### src/design/mdmc_pkg.sv
// ----------------------------------------------------------------------------
// MESI direct-mapped cache package
// Shared types, codes and sizes for the snooping cache front end and engine.
// ----------------------------------------------------------------------------
`default_nettype none

package mdmc_pkg;

  // Default geometry.
  localparam int NUM_LINES_DEF = 16;
  localparam int ADDR_BITS_DEF = 16;

  // Fixed field widths of the item and result streams.
  localparam int ADDR_W  = 16;
  localparam int DATA_W  = 64;
  localparam int KIND_W  = 3;

  // Stream bus widths (tdata padded to whole bytes).
  localparam int S_TDATA_W   = 144;
  localparam int M_FIELDS_W  = 132;
  localparam int M_TDATA_W   = 136;

  // Decoupling queue between the front end and the engine.
  localparam int QDEPTH = 4;

  // Raw access kinds as they arrive on the bus.
  localparam logic [KIND_W-1:0] KIND_LOAD      = 3'd0;
  localparam logic [KIND_W-1:0] KIND_STORE     = 3'd1;
  localparam logic [KIND_W-1:0] KIND_SNP_RD    = 3'd2;
  localparam logic [KIND_W-1:0] KIND_SNP_RDX   = 3'd3;
  localparam logic [KIND_W-1:0] KIND_SNP_UPGR  = 3'd4;

  // Classified operation; OP_NONE covers the unused kind codes.
  typedef enum logic [2:0] {
    OP_NONE,
    OP_LOAD,
    OP_STORE,
    OP_SNP_RD,
    OP_SNP_RDX,
    OP_SNP_UPGR
  } op_e;

  typedef enum logic [1:0] {
    ST_INVALID   = 2'd0,
    ST_SHARED    = 2'd1,
    ST_EXCLUSIVE = 2'd2,
    ST_MODIFIED  = 2'd3
  } line_state_e;

  typedef enum logic [1:0] {
    BUS_NONE = 2'd0,
    BUS_RD   = 2'd1,
    BUS_RDX  = 2'd2,
    BUS_UPGR = 2'd3
  } bus_req_e;

  typedef enum logic [1:0] {
    S_CLEAR,
    S_IDLE,
    S_EXEC
  } eng_state_e;

  // Head of the decoupling queue as seen by the engine.
  typedef struct packed {
    logic              valid;
    op_e               op;
    logic [DATA_W-1:0] wdata;
    logic [DATA_W-1:0] mdata;
  } q_head_t;

  // Engine status toward the front end.
  typedef struct packed {
    logic clearing;
    logic pop;
  } eng_status_t;

endpackage : mdmc_pkg

`default_nettype wire

### src/design/mesi_direct_mapped_cache.sv
// ----------------------------------------------------------------------------
// MESI direct-mapped cache
// Write-through, direct-mapped snooping cache with MESI line states, taking
// local loads and stores and snooped bus transactions on one item stream.
// ----------------------------------------------------------------------------
//
// Channel   Direction  Handshake                       Payload
// s_axis    in         s_axis_tvalid / s_axis_tready   tuser: kind; tdata: address,
//                                                      write_data, mem_data
// m_axis    out        m_axis_tvalid / m_axis_tready   tdata: read_data, hit,
//                                                      bus_request, mem_write,
//                                                      mem_write_data
//
// After reset the line store is swept to Invalid, one line per cycle;
// s_axis_tready stays low for that time.
// The front end registers an item with the quotient of its address, then
// works out the line index and queues it, so it takes a new transfer every
// cycle while the queue has room. The engine then handles one access at a
// time: it reads the line from the line store, then updates it and loads the
// result register, and it takes no new access until it is through with the last.
// A stalled result register holds the engine; the queue keeps taking input
// until it fills.
// ----------------------------------------------------------------------------
`default_nettype none

module mesi_direct_mapped_cache
  import mdmc_pkg::*;
#(
  parameter int NUM_LINES = NUM_LINES_DEF,
  parameter int ADDR_BITS = ADDR_BITS_DEF
) (
  input  wire logic                 clk_i,
  input  wire logic                 rst_ni,
  // Access stream.
  input  wire logic                 s_axis_tvalid,
  output logic                      s_axis_tready,
  // [15:0] address, [79:16] write_data, [143:80] mem_data
  input  wire logic [S_TDATA_W-1:0] s_axis_tdata,
  // [2:0] kind
  input  wire logic [KIND_W-1:0]    s_axis_tuser,
  // Result stream.
  output logic                      m_axis_tvalid,
  input  wire logic                 m_axis_tready,
  // [63:0] read_data, [64] hit, [66:65] bus_request, [67] mem_write,
  // [131:68] mem_write_data, [135:132] zero
  output logic [M_TDATA_W-1:0]      m_axis_tdata
);

  localparam int AW      = (ADDR_BITS < ADDR_W) ? ADDR_BITS : ADDR_W;
  localparam int IDX_W   = $clog2(NUM_LINES);
  localparam int TAG_CNT = ((1 << AW) - 1) / NUM_LINES + 1;
  localparam int TAG_W   = ($clog2(TAG_CNT) < 1) ? 1 : $clog2(TAG_CNT);
  localparam int M_PAD_W = M_TDATA_W - M_FIELDS_W;

  eng_status_t       status;
  q_head_t           head;
  logic [IDX_W-1:0]  head_idx;
  logic [TAG_W-1:0]  head_tag;

  logic [DATA_W-1:0] read_data, mem_write_data;
  logic              hit, mem_write;
  bus_req_e          bus_request;

  // Front end: accept, classify the kind, split the address, queue.
  mdmc_front #(
    .NUM_LINES (NUM_LINES),
    .ADDR_BITS (ADDR_BITS)
  ) u_front (
    .clk_i        (clk_i),
    .rst_ni       (rst_ni),
    .in_valid_i   (s_axis_tvalid),
    .in_ready_o   (s_axis_tready),
    .kind_i       (s_axis_tuser),
    .address_i    (s_axis_tdata[ADDR_W-1:0]),
    .write_data_i (s_axis_tdata[ADDR_W +: DATA_W]),
    .mem_data_i   (s_axis_tdata[ADDR_W + DATA_W +: DATA_W]),
    .status_i     (status),
    .head_o       (head),
    .head_idx_o   (head_idx),
    .head_tag_o   (head_tag)
  );

  // Engine: line store, MESI transitions and the result register.
  mdmc_engine #(
    .NUM_LINES (NUM_LINES),
    .ADDR_BITS (ADDR_BITS)
  ) u_engine (
    .clk_i            (clk_i),
    .rst_ni           (rst_ni),
    .head_i           (head),
    .head_idx_i       (head_idx),
    .head_tag_i       (head_tag),
    .status_o         (status),
    .out_valid_o      (m_axis_tvalid),
    .out_ready_i      (m_axis_tready),
    .read_data_o      (read_data),
    .hit_o            (hit),
    .bus_request_o    (bus_request),
    .mem_write_o      (mem_write),
    .mem_write_data_o (mem_write_data)
  );

  // Result fields packed from the lowest bit up.
  assign m_axis_tdata = {{M_PAD_W{1'b0}}, mem_write_data, mem_write, bus_request, hit,
                         read_data};

endmodule : mesi_direct_mapped_cache

`default_nettype wire

### src/design/mdmc_front.sv
// ----------------------------------------------------------------------------
// MESI cache front end
// Accepts accesses, classifies the kind, splits the address into line index
// and tag, and buffers the result in a short queue for the engine.
// ----------------------------------------------------------------------------
`default_nettype none

module mdmc_front
  import mdmc_pkg::*;
#(
  parameter int NUM_LINES = NUM_LINES_DEF,
  parameter int ADDR_BITS = ADDR_BITS_DEF
) (
  input  wire logic                clk_i,
  input  wire logic                rst_ni,
  input  wire logic                in_valid_i,
  output logic                     in_ready_o,
  input  wire logic [KIND_W-1:0]   kind_i,
  input  wire logic [ADDR_W-1:0]   address_i,
  input  wire logic [DATA_W-1:0]   write_data_i,
  input  wire logic [DATA_W-1:0]   mem_data_i,
  input  wire eng_status_t         status_i,
  output q_head_t                  head_o,
  output logic [$clog2(NUM_LINES)-1:0] head_idx_o,
  output logic [((($clog2(((1 << ((ADDR_BITS < ADDR_W) ? ADDR_BITS : ADDR_W)) - 1)
                  / NUM_LINES + 1)) < 1) ? 1
                 : $clog2(((1 << ((ADDR_BITS < ADDR_W) ? ADDR_BITS : ADDR_W)) - 1)
                  / NUM_LINES + 1)) - 1:0] head_tag_o
);

  localparam int AW      = (ADDR_BITS < ADDR_W) ? ADDR_BITS : ADDR_W;
  localparam int IDX_W   = $clog2(NUM_LINES);
  localparam int TAG_CNT = ((1 << AW) - 1) / NUM_LINES + 1;
  localparam int TAG_W   = ($clog2(TAG_CNT) < 1) ? 1 : $clog2(TAG_CNT);
  // Exact reciprocal for dividing an AW-bit address by NUM_LINES.
  localparam int SH      = AW + IDX_W;
  localparam int PW      = SH + TAG_W;
  localparam longint unsigned RECIP_L = ((64'd1 << SH) + NUM_LINES - 1) / NUM_LINES;
  localparam logic [PW-1:0] RECIP = RECIP_L[PW-1:0];
  localparam int QPTR_W  = $clog2(QDEPTH);
  localparam int QCNT_W  = $clog2(QDEPTH + 1);
  localparam logic [QCNT_W-1:0] QFULL = QCNT_W'(QDEPTH);

  // Stage 1: classified item with the quotient of the address.
  logic              s1_valid_q, s1_valid_d;
  op_e               s1_op_q;
  logic [AW-1:0]     s1_addr_q;
  logic [TAG_W-1:0]  s1_quot_q;
  logic [DATA_W-1:0] s1_wdata_q, s1_mdata_q;

  op_e               op_dec;
  logic [PW-1:0]     prod;
  logic [AW-1:0]     s1_qn;
  logic [AW-1:0]     s1_rem;
  logic              accept, push, s1_ready;

  // Queue storage.
  q_head_t           q_ent_q [QDEPTH];
  logic [IDX_W-1:0]  q_idx_q [QDEPTH];
  logic [TAG_W-1:0]  q_tag_q [QDEPTH];
  logic [QPTR_W-1:0] wr_ptr_q, rd_ptr_q;
  logic [QCNT_W-1:0] cnt_q, cnt_d;
  logic              full;

  always_comb begin
    case (kind_i)
      KIND_LOAD:     op_dec = OP_LOAD;
      KIND_STORE:    op_dec = OP_STORE;
      KIND_SNP_RD:   op_dec = OP_SNP_RD;
      KIND_SNP_RDX:  op_dec = OP_SNP_RDX;
      KIND_SNP_UPGR: op_dec = OP_SNP_UPGR;
      default:       op_dec = OP_NONE;
    endcase
  end

  assign prod   = PW'(address_i[AW-1:0]) * RECIP;
  assign s1_qn  = AW'(AW'(s1_quot_q) * AW'(NUM_LINES));
  assign s1_rem = s1_addr_q - s1_qn;

  assign full       = (cnt_q == QFULL);
  assign push       = s1_valid_q && !full;
  assign s1_ready   = !s1_valid_q || push;
  assign in_ready_o = s1_ready && !status_i.clearing;
  assign accept     = in_valid_i && in_ready_o;

  assign s1_valid_d = accept ? 1'b1 : (push ? 1'b0 : s1_valid_q);

  always_ff @(posedge clk_i or negedge rst_ni) begin
    if (!rst_ni) begin
      s1_valid_q <= 1'b0;
    end else begin
      s1_valid_q <= s1_valid_d;
    end
  end

  always_ff @(posedge clk_i) begin
    if (accept) begin
      s1_op_q    <= op_dec;
      s1_addr_q  <= address_i[AW-1:0];
      s1_quot_q  <= prod[SH +: TAG_W];
      s1_wdata_q <= write_data_i;
      s1_mdata_q <= mem_data_i;
    end
  end

  always_comb begin
    cnt_d = cnt_q;
    if (push && !status_i.pop) begin
      cnt_d = cnt_q + QCNT_W'(1);
    end else if (!push && status_i.pop) begin
      cnt_d = cnt_q - QCNT_W'(1);
    end
  end

  always_ff @(posedge clk_i or negedge rst_ni) begin
    if (!rst_ni) begin
      wr_ptr_q <= '0;
      rd_ptr_q <= '0;
      cnt_q    <= '0;
    end else begin
      cnt_q <= cnt_d;
      if (push) begin
        wr_ptr_q <= wr_ptr_q + QPTR_W'(1);
      end
      if (status_i.pop) begin
        rd_ptr_q <= rd_ptr_q + QPTR_W'(1);
      end
    end
  end

  always_ff @(posedge clk_i) begin
    if (push) begin
      q_ent_q[wr_ptr_q] <= '{valid: 1'b1, op: s1_op_q, wdata: s1_wdata_q, mdata: s1_mdata_q};
      q_idx_q[wr_ptr_q] <= IDX_W'(s1_rem);
      q_tag_q[wr_ptr_q] <= s1_quot_q;
    end
  end

  always_comb begin
    head_o       = q_ent_q[rd_ptr_q];
    head_o.valid = (cnt_q != '0);
  end
  assign head_idx_o = q_idx_q[rd_ptr_q];
  assign head_tag_o = q_tag_q[rd_ptr_q];

`ifndef NO_ASSERTIONS
  // The engine only takes an entry that the queue actually holds.
  a_pop_nonempty: assert property (@(posedge clk_i) disable iff (!rst_ni)
    status_i.pop |-> (cnt_q != '0))
    else $error("queue popped while empty");
`endif

endmodule : mdmc_front

`default_nettype wire

### src/design/mdmc_engine.sv
// ----------------------------------------------------------------------------
// MESI cache engine
// Holds the line store, clears it after reset, and carries out one queued
// access at a time: read the line, then update it and register the result.
// ----------------------------------------------------------------------------
`default_nettype none

module mdmc_engine
  import mdmc_pkg::*;
#(
  parameter int NUM_LINES = NUM_LINES_DEF,
  parameter int ADDR_BITS = ADDR_BITS_DEF
) (
  input  wire logic                clk_i,
  input  wire logic                rst_ni,
  input  wire q_head_t             head_i,
  input  wire logic [$clog2(NUM_LINES)-1:0] head_idx_i,
  input  wire logic [((($clog2(((1 << ((ADDR_BITS < ADDR_W) ? ADDR_BITS : ADDR_W)) - 1)
                  / NUM_LINES + 1)) < 1) ? 1
                 : $clog2(((1 << ((ADDR_BITS < ADDR_W) ? ADDR_BITS : ADDR_W)) - 1)
                  / NUM_LINES + 1)) - 1:0] head_tag_i,
  output eng_status_t              status_o,
  output logic                     out_valid_o,
  input  wire logic                out_ready_i,
  output logic [DATA_W-1:0]        read_data_o,
  output logic                     hit_o,
  output bus_req_e                 bus_request_o,
  output logic                     mem_write_o,
  output logic [DATA_W-1:0]        mem_write_data_o
);

  localparam int AW      = (ADDR_BITS < ADDR_W) ? ADDR_BITS : ADDR_W;
  localparam int IDX_W   = $clog2(NUM_LINES);
  localparam int TAG_CNT = ((1 << AW) - 1) / NUM_LINES + 1;
  localparam int TAG_W   = ($clog2(TAG_CNT) < 1) ? 1 : $clog2(TAG_CNT);
  localparam logic [IDX_W-1:0] LAST_IDX = IDX_W'(NUM_LINES - 1);

  eng_state_e        state_q, state_d;
  logic [IDX_W-1:0]  clr_cnt_q, clr_cnt_d;

  // Line store.
  line_state_e       state_mem [NUM_LINES];
  logic [TAG_W-1:0]  tag_mem   [NUM_LINES];
  logic [DATA_W-1:0] data_mem  [NUM_LINES];

  // Access in flight and the line it read.
  op_e               cur_op_q;
  logic [IDX_W-1:0]  cur_idx_q;
  logic [TAG_W-1:0]  cur_tag_q;
  logic [DATA_W-1:0] cur_wdata_q, cur_mdata_q;
  line_state_e       rd_state_q;
  logic [TAG_W-1:0]  rd_tag_q;
  logic [DATA_W-1:0] rd_data_q;

  // Output register.
  logic              out_valid_q, out_valid_d;
  logic [DATA_W-1:0] rdata_q, mwdata_q;
  logic              hit_q, mw_q;
  bus_req_e          bus_q;

  logic              pop, clearing, exec_fire, out_free;
  logic              line_hit;
  line_state_e       new_state;
  logic              st_we, tag_we, data_we;
  logic [DATA_W-1:0] new_data;
  logic [DATA_W-1:0] res_rdata, res_mwdata;
  logic              res_hit, res_mw;
  bus_req_e          res_bus;

  assign out_free = !out_valid_q || out_ready_i;

  // Next state.
  always_comb begin
    state_d   = state_q;
    clr_cnt_d = clr_cnt_q;
    case (state_q)
      S_CLEAR: begin
        clr_cnt_d = clr_cnt_q + IDX_W'(1);
        if (clr_cnt_q == LAST_IDX) begin
          state_d = S_IDLE;
        end
      end
      S_IDLE: begin
        if (head_i.valid) begin
          state_d = S_EXEC;
        end
      end
      S_EXEC: begin
        if (out_free) begin
          state_d = S_IDLE;
        end
      end
      default: state_d = S_CLEAR;
    endcase
  end

  // State outputs.
  always_comb begin
    clearing  = 1'b0;
    pop       = 1'b0;
    exec_fire = 1'b0;
    case (state_q)
      S_CLEAR: clearing  = 1'b1;
      S_IDLE:  pop       = head_i.valid;
      S_EXEC:  exec_fire = out_free;
      default: clearing  = 1'b0;
    endcase
  end

  assign status_o = '{clearing: clearing, pop: pop};

  always_ff @(posedge clk_i or negedge rst_ni) begin
    if (!rst_ni) begin
      state_q   <= S_CLEAR;
      clr_cnt_q <= '0;
    end else begin
      state_q   <= state_d;
      clr_cnt_q <= clr_cnt_d;
    end
  end

  // Protocol actions for the line that was read.
  always_comb begin
    line_hit   = (rd_state_q != ST_INVALID) && (rd_tag_q == cur_tag_q);
    new_state  = rd_state_q;
    st_we      = 1'b0;
    tag_we     = 1'b0;
    data_we    = 1'b0;
    new_data   = cur_wdata_q;
    res_rdata  = '0;
    res_mwdata = '0;
    res_hit    = line_hit;
    res_mw     = 1'b0;
    res_bus    = BUS_NONE;
    case (cur_op_q)
      OP_LOAD: begin
        if (line_hit) begin
          res_rdata = rd_data_q;
        end else begin
          res_bus   = BUS_RD;
          new_data  = cur_mdata_q;
          new_state = ST_EXCLUSIVE;
          st_we     = 1'b1;
          tag_we    = 1'b1;
          data_we   = 1'b1;
          res_rdata = cur_mdata_q;
        end
      end
      OP_STORE: begin
        if (!line_hit) begin
          res_bus = BUS_RDX;
          tag_we  = 1'b1;
        end else if (rd_state_q == ST_SHARED) begin
          res_bus = BUS_UPGR;
        end
        new_state  = ST_MODIFIED;
        st_we      = 1'b1;
        data_we    = 1'b1;
        res_mw     = 1'b1;
        res_mwdata = cur_wdata_q;
      end
      OP_SNP_RD, OP_SNP_RDX: begin
        if (line_hit) begin
          if (rd_state_q == ST_MODIFIED) begin
            res_mw     = 1'b1;
            res_mwdata = rd_data_q;
          end
          new_state = (cur_op_q == OP_SNP_RD) ? ST_SHARED : ST_INVALID;
          st_we     = 1'b1;
        end
      end
      OP_SNP_UPGR: begin
        if (line_hit && rd_state_q == ST_SHARED) begin
          new_state = ST_INVALID;
          st_we     = 1'b1;
        end
      end
      default: res_hit = 1'b0;
    endcase
  end

  // Line store: clearing pass, update on completion, read on pop.
  always_ff @(posedge clk_i) begin
    if (clearing) begin
      state_mem[clr_cnt_q] <= ST_INVALID;
    end else if (exec_fire && st_we) begin
      state_mem[cur_idx_q] <= new_state;
    end
    if (exec_fire && tag_we) begin
      tag_mem[cur_idx_q] <= cur_tag_q;
    end
    if (exec_fire && data_we) begin
      data_mem[cur_idx_q] <= new_data;
    end
    if (pop) begin
      rd_state_q <= state_mem[head_idx_i];
      rd_tag_q   <= tag_mem[head_idx_i];
      rd_data_q  <= data_mem[head_idx_i];
    end
  end

  always_ff @(posedge clk_i) begin
    if (pop) begin
      cur_op_q    <= head_i.op;
      cur_idx_q   <= head_idx_i;
      cur_tag_q   <= head_tag_i;
      cur_wdata_q <= head_i.wdata;
      cur_mdata_q <= head_i.mdata;
    end
  end

  assign out_valid_d = exec_fire ? 1'b1 : (out_ready_i ? 1'b0 : out_valid_q);

  always_ff @(posedge clk_i or negedge rst_ni) begin
    if (!rst_ni) begin
      out_valid_q <= 1'b0;
    end else begin
      out_valid_q <= out_valid_d;
    end
  end

  always_ff @(posedge clk_i) begin
    if (exec_fire) begin
      rdata_q  <= res_rdata;
      hit_q    <= res_hit;
      bus_q    <= res_bus;
      mw_q     <= res_mw;
      mwdata_q <= res_mwdata;
    end
  end

  assign out_valid_o      = out_valid_q;
  assign read_data_o      = rdata_q;
  assign hit_o            = hit_q;
  assign bus_request_o    = bus_q;
  assign mem_write_o      = mw_q;
  assign mem_write_data_o = mwdata_q;

`ifndef NO_ASSERTIONS
  // Write data is only shown together with a memory write.
  a_mwdata_zero: assert property (@(posedge clk_i) disable iff (!rst_ni)
    (out_valid_q && !mw_q) |-> (mwdata_q == '0))
    else $error("memory write data without a memory write");

  // An upgrade only comes from a store that hit a line.
  a_upgr_hit: assert property (@(posedge clk_i) disable iff (!rst_ni)
    (out_valid_q && bus_q == BUS_UPGR) |-> (hit_q && mw_q))
    else $error("upgrade issued without a store hit");

  // Fills are requested only on a miss.
  a_fill_miss: assert property (@(posedge clk_i) disable iff (!rst_ni)
    (out_valid_q && (bus_q == BUS_RD || bus_q == BUS_RDX)) |-> !hit_q)
    else $error("fill requested on a hit");

  // No access is started while the line store is being cleared.
  a_no_pop_clear: assert property (@(posedge clk_i) disable iff (!rst_ni)
    (state_q == S_CLEAR) |=> !($past(pop)))
    else $error("access started during clearing pass");
`endif

endmodule : mdmc_engine

`default_nettype wire
### config.mk
export PLATFORM = sky130hd
export DESIGN_NAME = mesi_direct_mapped_cache
export DESIGN_NICKNAME = d
export VERILOG_FILES = /design/src/design/mdmc_pkg.sv /design/src/design/mesi_direct_mapped_cache.sv /design/src/design/mdmc_front.sv /design/src/design/mdmc_engine.sv
export SDC_FILE = /design/constraint.sdc
export NUM_CORES = 2
export LEC_CHECK = 0
export ABC_AREA = 1
export CELL_PAD_IN_SITES_DETAIL_PLACEMENT = 1
export CELL_PAD_IN_SITES_GLOBAL_PLACEMENT = 1
export CORE_MARGIN = 1.5
export CORE_UTILIZATION = 48
export CTS_CLUSTER_DIAMETER = 60
export CTS_CLUSTER_SIZE = 25
export DETAILED_ROUTE_END_ITERATION = 6
export DONT_BUFFER_PORTS = 1
export PLACE_DENSITY_LB_ADDON = 0.1
export SETUP_SLACK_MARGIN = 0.5
export SYNTH_ARGS = -nofsm -noshare
export SYNTH_HDL_FRONTEND = slang
export SYNTH_SLANG_ARGS = --single-unit
### constraint.sdc
create_clock -name clk_i -period 7.6 [get_ports clk_i]
set_input_delay 1.14 -clock clk_i [delete_from_list [all_inputs] [get_ports clk_i]]
set_output_delay 1.14 -clock clk_i [all_outputs]
set_load 0.01 [all_outputs]
==> metrics.cfg <==
[power]
combPwrFrac = 0.325
ir_worst_vdd_v = 0.000531
sw_frac_of_total = 0.391
power_frac_seq = 0.456
p_leak_nw = 31.6
power.density_mw_per_mm2 = 437
cell_internal_pwr_mw = 26.1
p_sw_mw = 16.8
clkPwrFrac = 0.219
finalPower_mw = 42.8

[cts]
root_buffer = clkbuf_16
clkLatencyLatePin_ns = 0.85
ctsHtreeMaxLevel = 4
cts-buffers-inserted = 156
cts_sinks = 2355
cts_tree = built
clk_pin_slew_ns = 0.09
clockBufferDepth = 3
postCtsSetupRepairBufs = 0

[detailed_routing]
drtIter0Drc = 5431
vias = 52080
postRouteAntennaNets = 0
drc = 0
firstDrtPassIters = 5
wirelength_mm = 248
via_per_inst = 5.94
avgRoutedWirePerCell_um = 28.3

[logic_synthesis]
synth-async-reset-ratio = 0.00637
synth.area.top_cells = edfxtp_1 (78%), nor2_1 (5.8%), o21ai_0 (4.0%)
synth_cell_types = 44
yosysSeqAreaShare = 0.788
syn_area_per_cell_um2 = 14.3
synth_flop_cell = edfxtp_1
synth_seq_cells = 2355
synth_warnings = 0
yosysMostFrequentCell = edfxtp_1
ys_top_cells_by_count = edfxtp_1 (2340), nor2_1 (1389), o21ai_0 (724), nand2_1 (290), clkbuf_1 (259)
synth_top_area_frac = 0.784
synth_edf_count = 2340
yosysTopAreaCell = edfxtp_1
syn_inst = 6263
synth_area_mm2 = 0.0896

[global_routing]
grt_max_degree = 209
grt_antenna_before_repair = 8
first_global_vias = 51912
grt_overflow = 0
gr-usage-all-layers = 0.258
grt_first_pass_wirelength_mm = 360

[finish]
multi_input_area_mm2 = 0.0168
nFillCells = 17849
seqCellArea_mm2 = 0.0707
fin_cells = 8766
nets = 6303
synthToLayoutAreaGrowth_pct = 9.46
drive_above_1_share = 0.0895

[floorplanning]
core_mm2 = 0.185
start_util = 0.483
die_h_um = 435
io_pins = 289
fp.dieW_um = 435
row_count = 158
die_area_mm2 = 0.189

[timing]
relSlewSlack = 0.0254
rsz0062_at_grt = no
final-max-slew-violation-count = 0
final_hold_viol_count = 0
min_period_ns = 4.60
skew_ns = 0.0345
whs_ns = 0.384
setup_ws_ns = 3.00
tightest_slew_ns = 1.45
tns_ns = 0
fin_crit_sh = 0.605
max_freq_mhz = 217
setup_viol = 0

[critical_path]
crit_path_end_kind = flip-flop
crit_arrival_ns = 5.18
path_class = flip-flop to flip-flop
crit_path_start_kind = flip-flop
cp_max_fo = 128
r2r-start = u_front.rd_ptr_q[0]$_DFFE_PN0P_
required_ns = 8.18
worstSetupStartpoint = u_front.rd_ptr_q[0]$_DFFE_PN0P_

[place]
dp.cells = 8466
place_ws_ns = 3.09
hpwl_mm = 138
globalplace.congestion = 0.844
io_buffers = 0

[hold_path]
hold_start = s_axis_tdata[103]
min_path_type = input port to flip-flop

[run_status]
outcome = finished, final reports clean

[run]
maxCapViolCount = 0

==> flip-flops by register name, summed over array words and instances, names as in the netlist, 12 cells and up <==
signal / cells
u_engine.cur_tag_q: 12
u_engine.cur_wdata_q: 64
u_engine.cur_mdata_q: 64
u_front.q_idx_q: 16
u_front.s1_mdata_q: 64
u_engine.read_data_o: 64
u_front.s1_wdata_q: 64
u_engine.state_mem: 32
u_front.q_tag_q: 48
u_front.s1_quot_q: 12
u_engine.tag_mem: 192
u_front.q_ent_q: 524
u_engine.rd_tag_q: 12
u_engine.mem_write_data_o: 64
u_engine.data_mem: 1024
u_engine.rd_data_q: 64
==> power groups by stage <==
stage	logic, mW	registers [mW]	clock network, mW
after detailed placement	13.9	19.8	0
after global routing	15.3	19.6	9.90
after CTS	13.9	19.5	9.52
final	13.9	19.5	9.36
after floorplan	9.03	19.2	0
after global placement	13.5	19.7	0
==> timing repair <==
action | 4_1_cts | 5_1_grt
gates resized for setup | 0 | 0
hold buffers | 1 | 0
endpoints found under the hold margin | 15 | 0
==> worst paths after layout <==
kind                                                endpoint  slack, ns  depth (start not counted)
max in group asynchronous    u_front.rd_ptr_q[1]$_DFFE_PN0P_       6.01                          1
min in group asynchronous    u_front.rd_ptr_q[0]$_DFFE_PN0P_       0.88                          1
hold / removal              u_front.s1_mdata_q[23]$_DFFE_PP_       0.38                          0
hold reg to reg            u_front.q_ent_q[0][113]$_DFFE_PP_       0.50                          0
setup reg to reg            u_engine.rd_data_q[33]$_DFFE_PP_       3.00                         10
setup / recovery            u_engine.rd_data_q[33]$_DFFE_PP_       3.00                         10
==> through the flow <==
step,area (um^2),utilization
after floorplan,89600,-
after CTS,98100,0.529
after global placement,92500,0.499
final,98100,0.529
after global routing,98100,0.529
after detailed placement,92500,0.499
==> routing by layer <==
layer  wire (um)  GRT usage
met1      113000      0.381
met2      115000      0.402
met3       12600     0.0287
met4        7690     0.0834
met5           0          0
==> worst max-delay path, stage by stage, from the launching register on <==
cell and delay, ns:
dfrtp_4 0.69, inv_8 0.47, nand2_1 0.17, a32oi_4 0.22, buf_4 0.66, clkinv_8 0.71, buf_4 0.65, o21ai_0 0.23
o221ai_1 0.15, o211ai_1 0.15, nand2_1 0.08
==> area by class of cell <==
type	count	share of cell area
repair buffers	125	0.0127
multi-input cells	3322	0.171
inverters	185	0.00762
well taps	2480	0.0316
clock buffers	168	0.0420
clock inverters	124	0.0148
diodes	7	0.000179
flip-flops and latches	2355	0.720
==> cell usage in the layout, fill, tap and decap left out, types with 8 or more instances in the layout <==
cell type / instances
nand2_1: 288
o221ai_1: 78
edfxtp_1: 2340
clkinvlp_4: 14
o311ai_1: 56
bufinv_16: 11
dfrtp_1: 13
o21ai_1: 125
nand3_1: 10
o22ai_1: 207
clkbuf_16: 164
nand2_2: 9
o211ai_1: 157
or2_2: 79
o21ai_0: 687
nor2_2: 14
nor2_4: 22
inv_6: 27
clkinv_2: 15
inv_1: 176
clkinv_8: 21
o31ai_1: 157
clkinv_4: 8
buf_4: 100
inv_8: 22
o311ai_0: 22
buf_12: 24
nor2_1: 1355
==> logic make-up (layout without fill, tap and decap cells) <==
kind of cell	count (synthesis)	count (layout)	share of synthesized area
other	1	11	0.0000418
adders and majority gates	7	7	0.00106
DFF	2355	2355	0.788
xor gates and xnor gates	11	11	0.00108
and+or+nand+nor	1795	1795	0.0788
muxes	1	1	0.000126
buffers and inverters	589	602	0.0278
AOI/OAI and AO/OA	1504	1504	0.103
No activity file was read; power rests on OpenSTA's default activity.
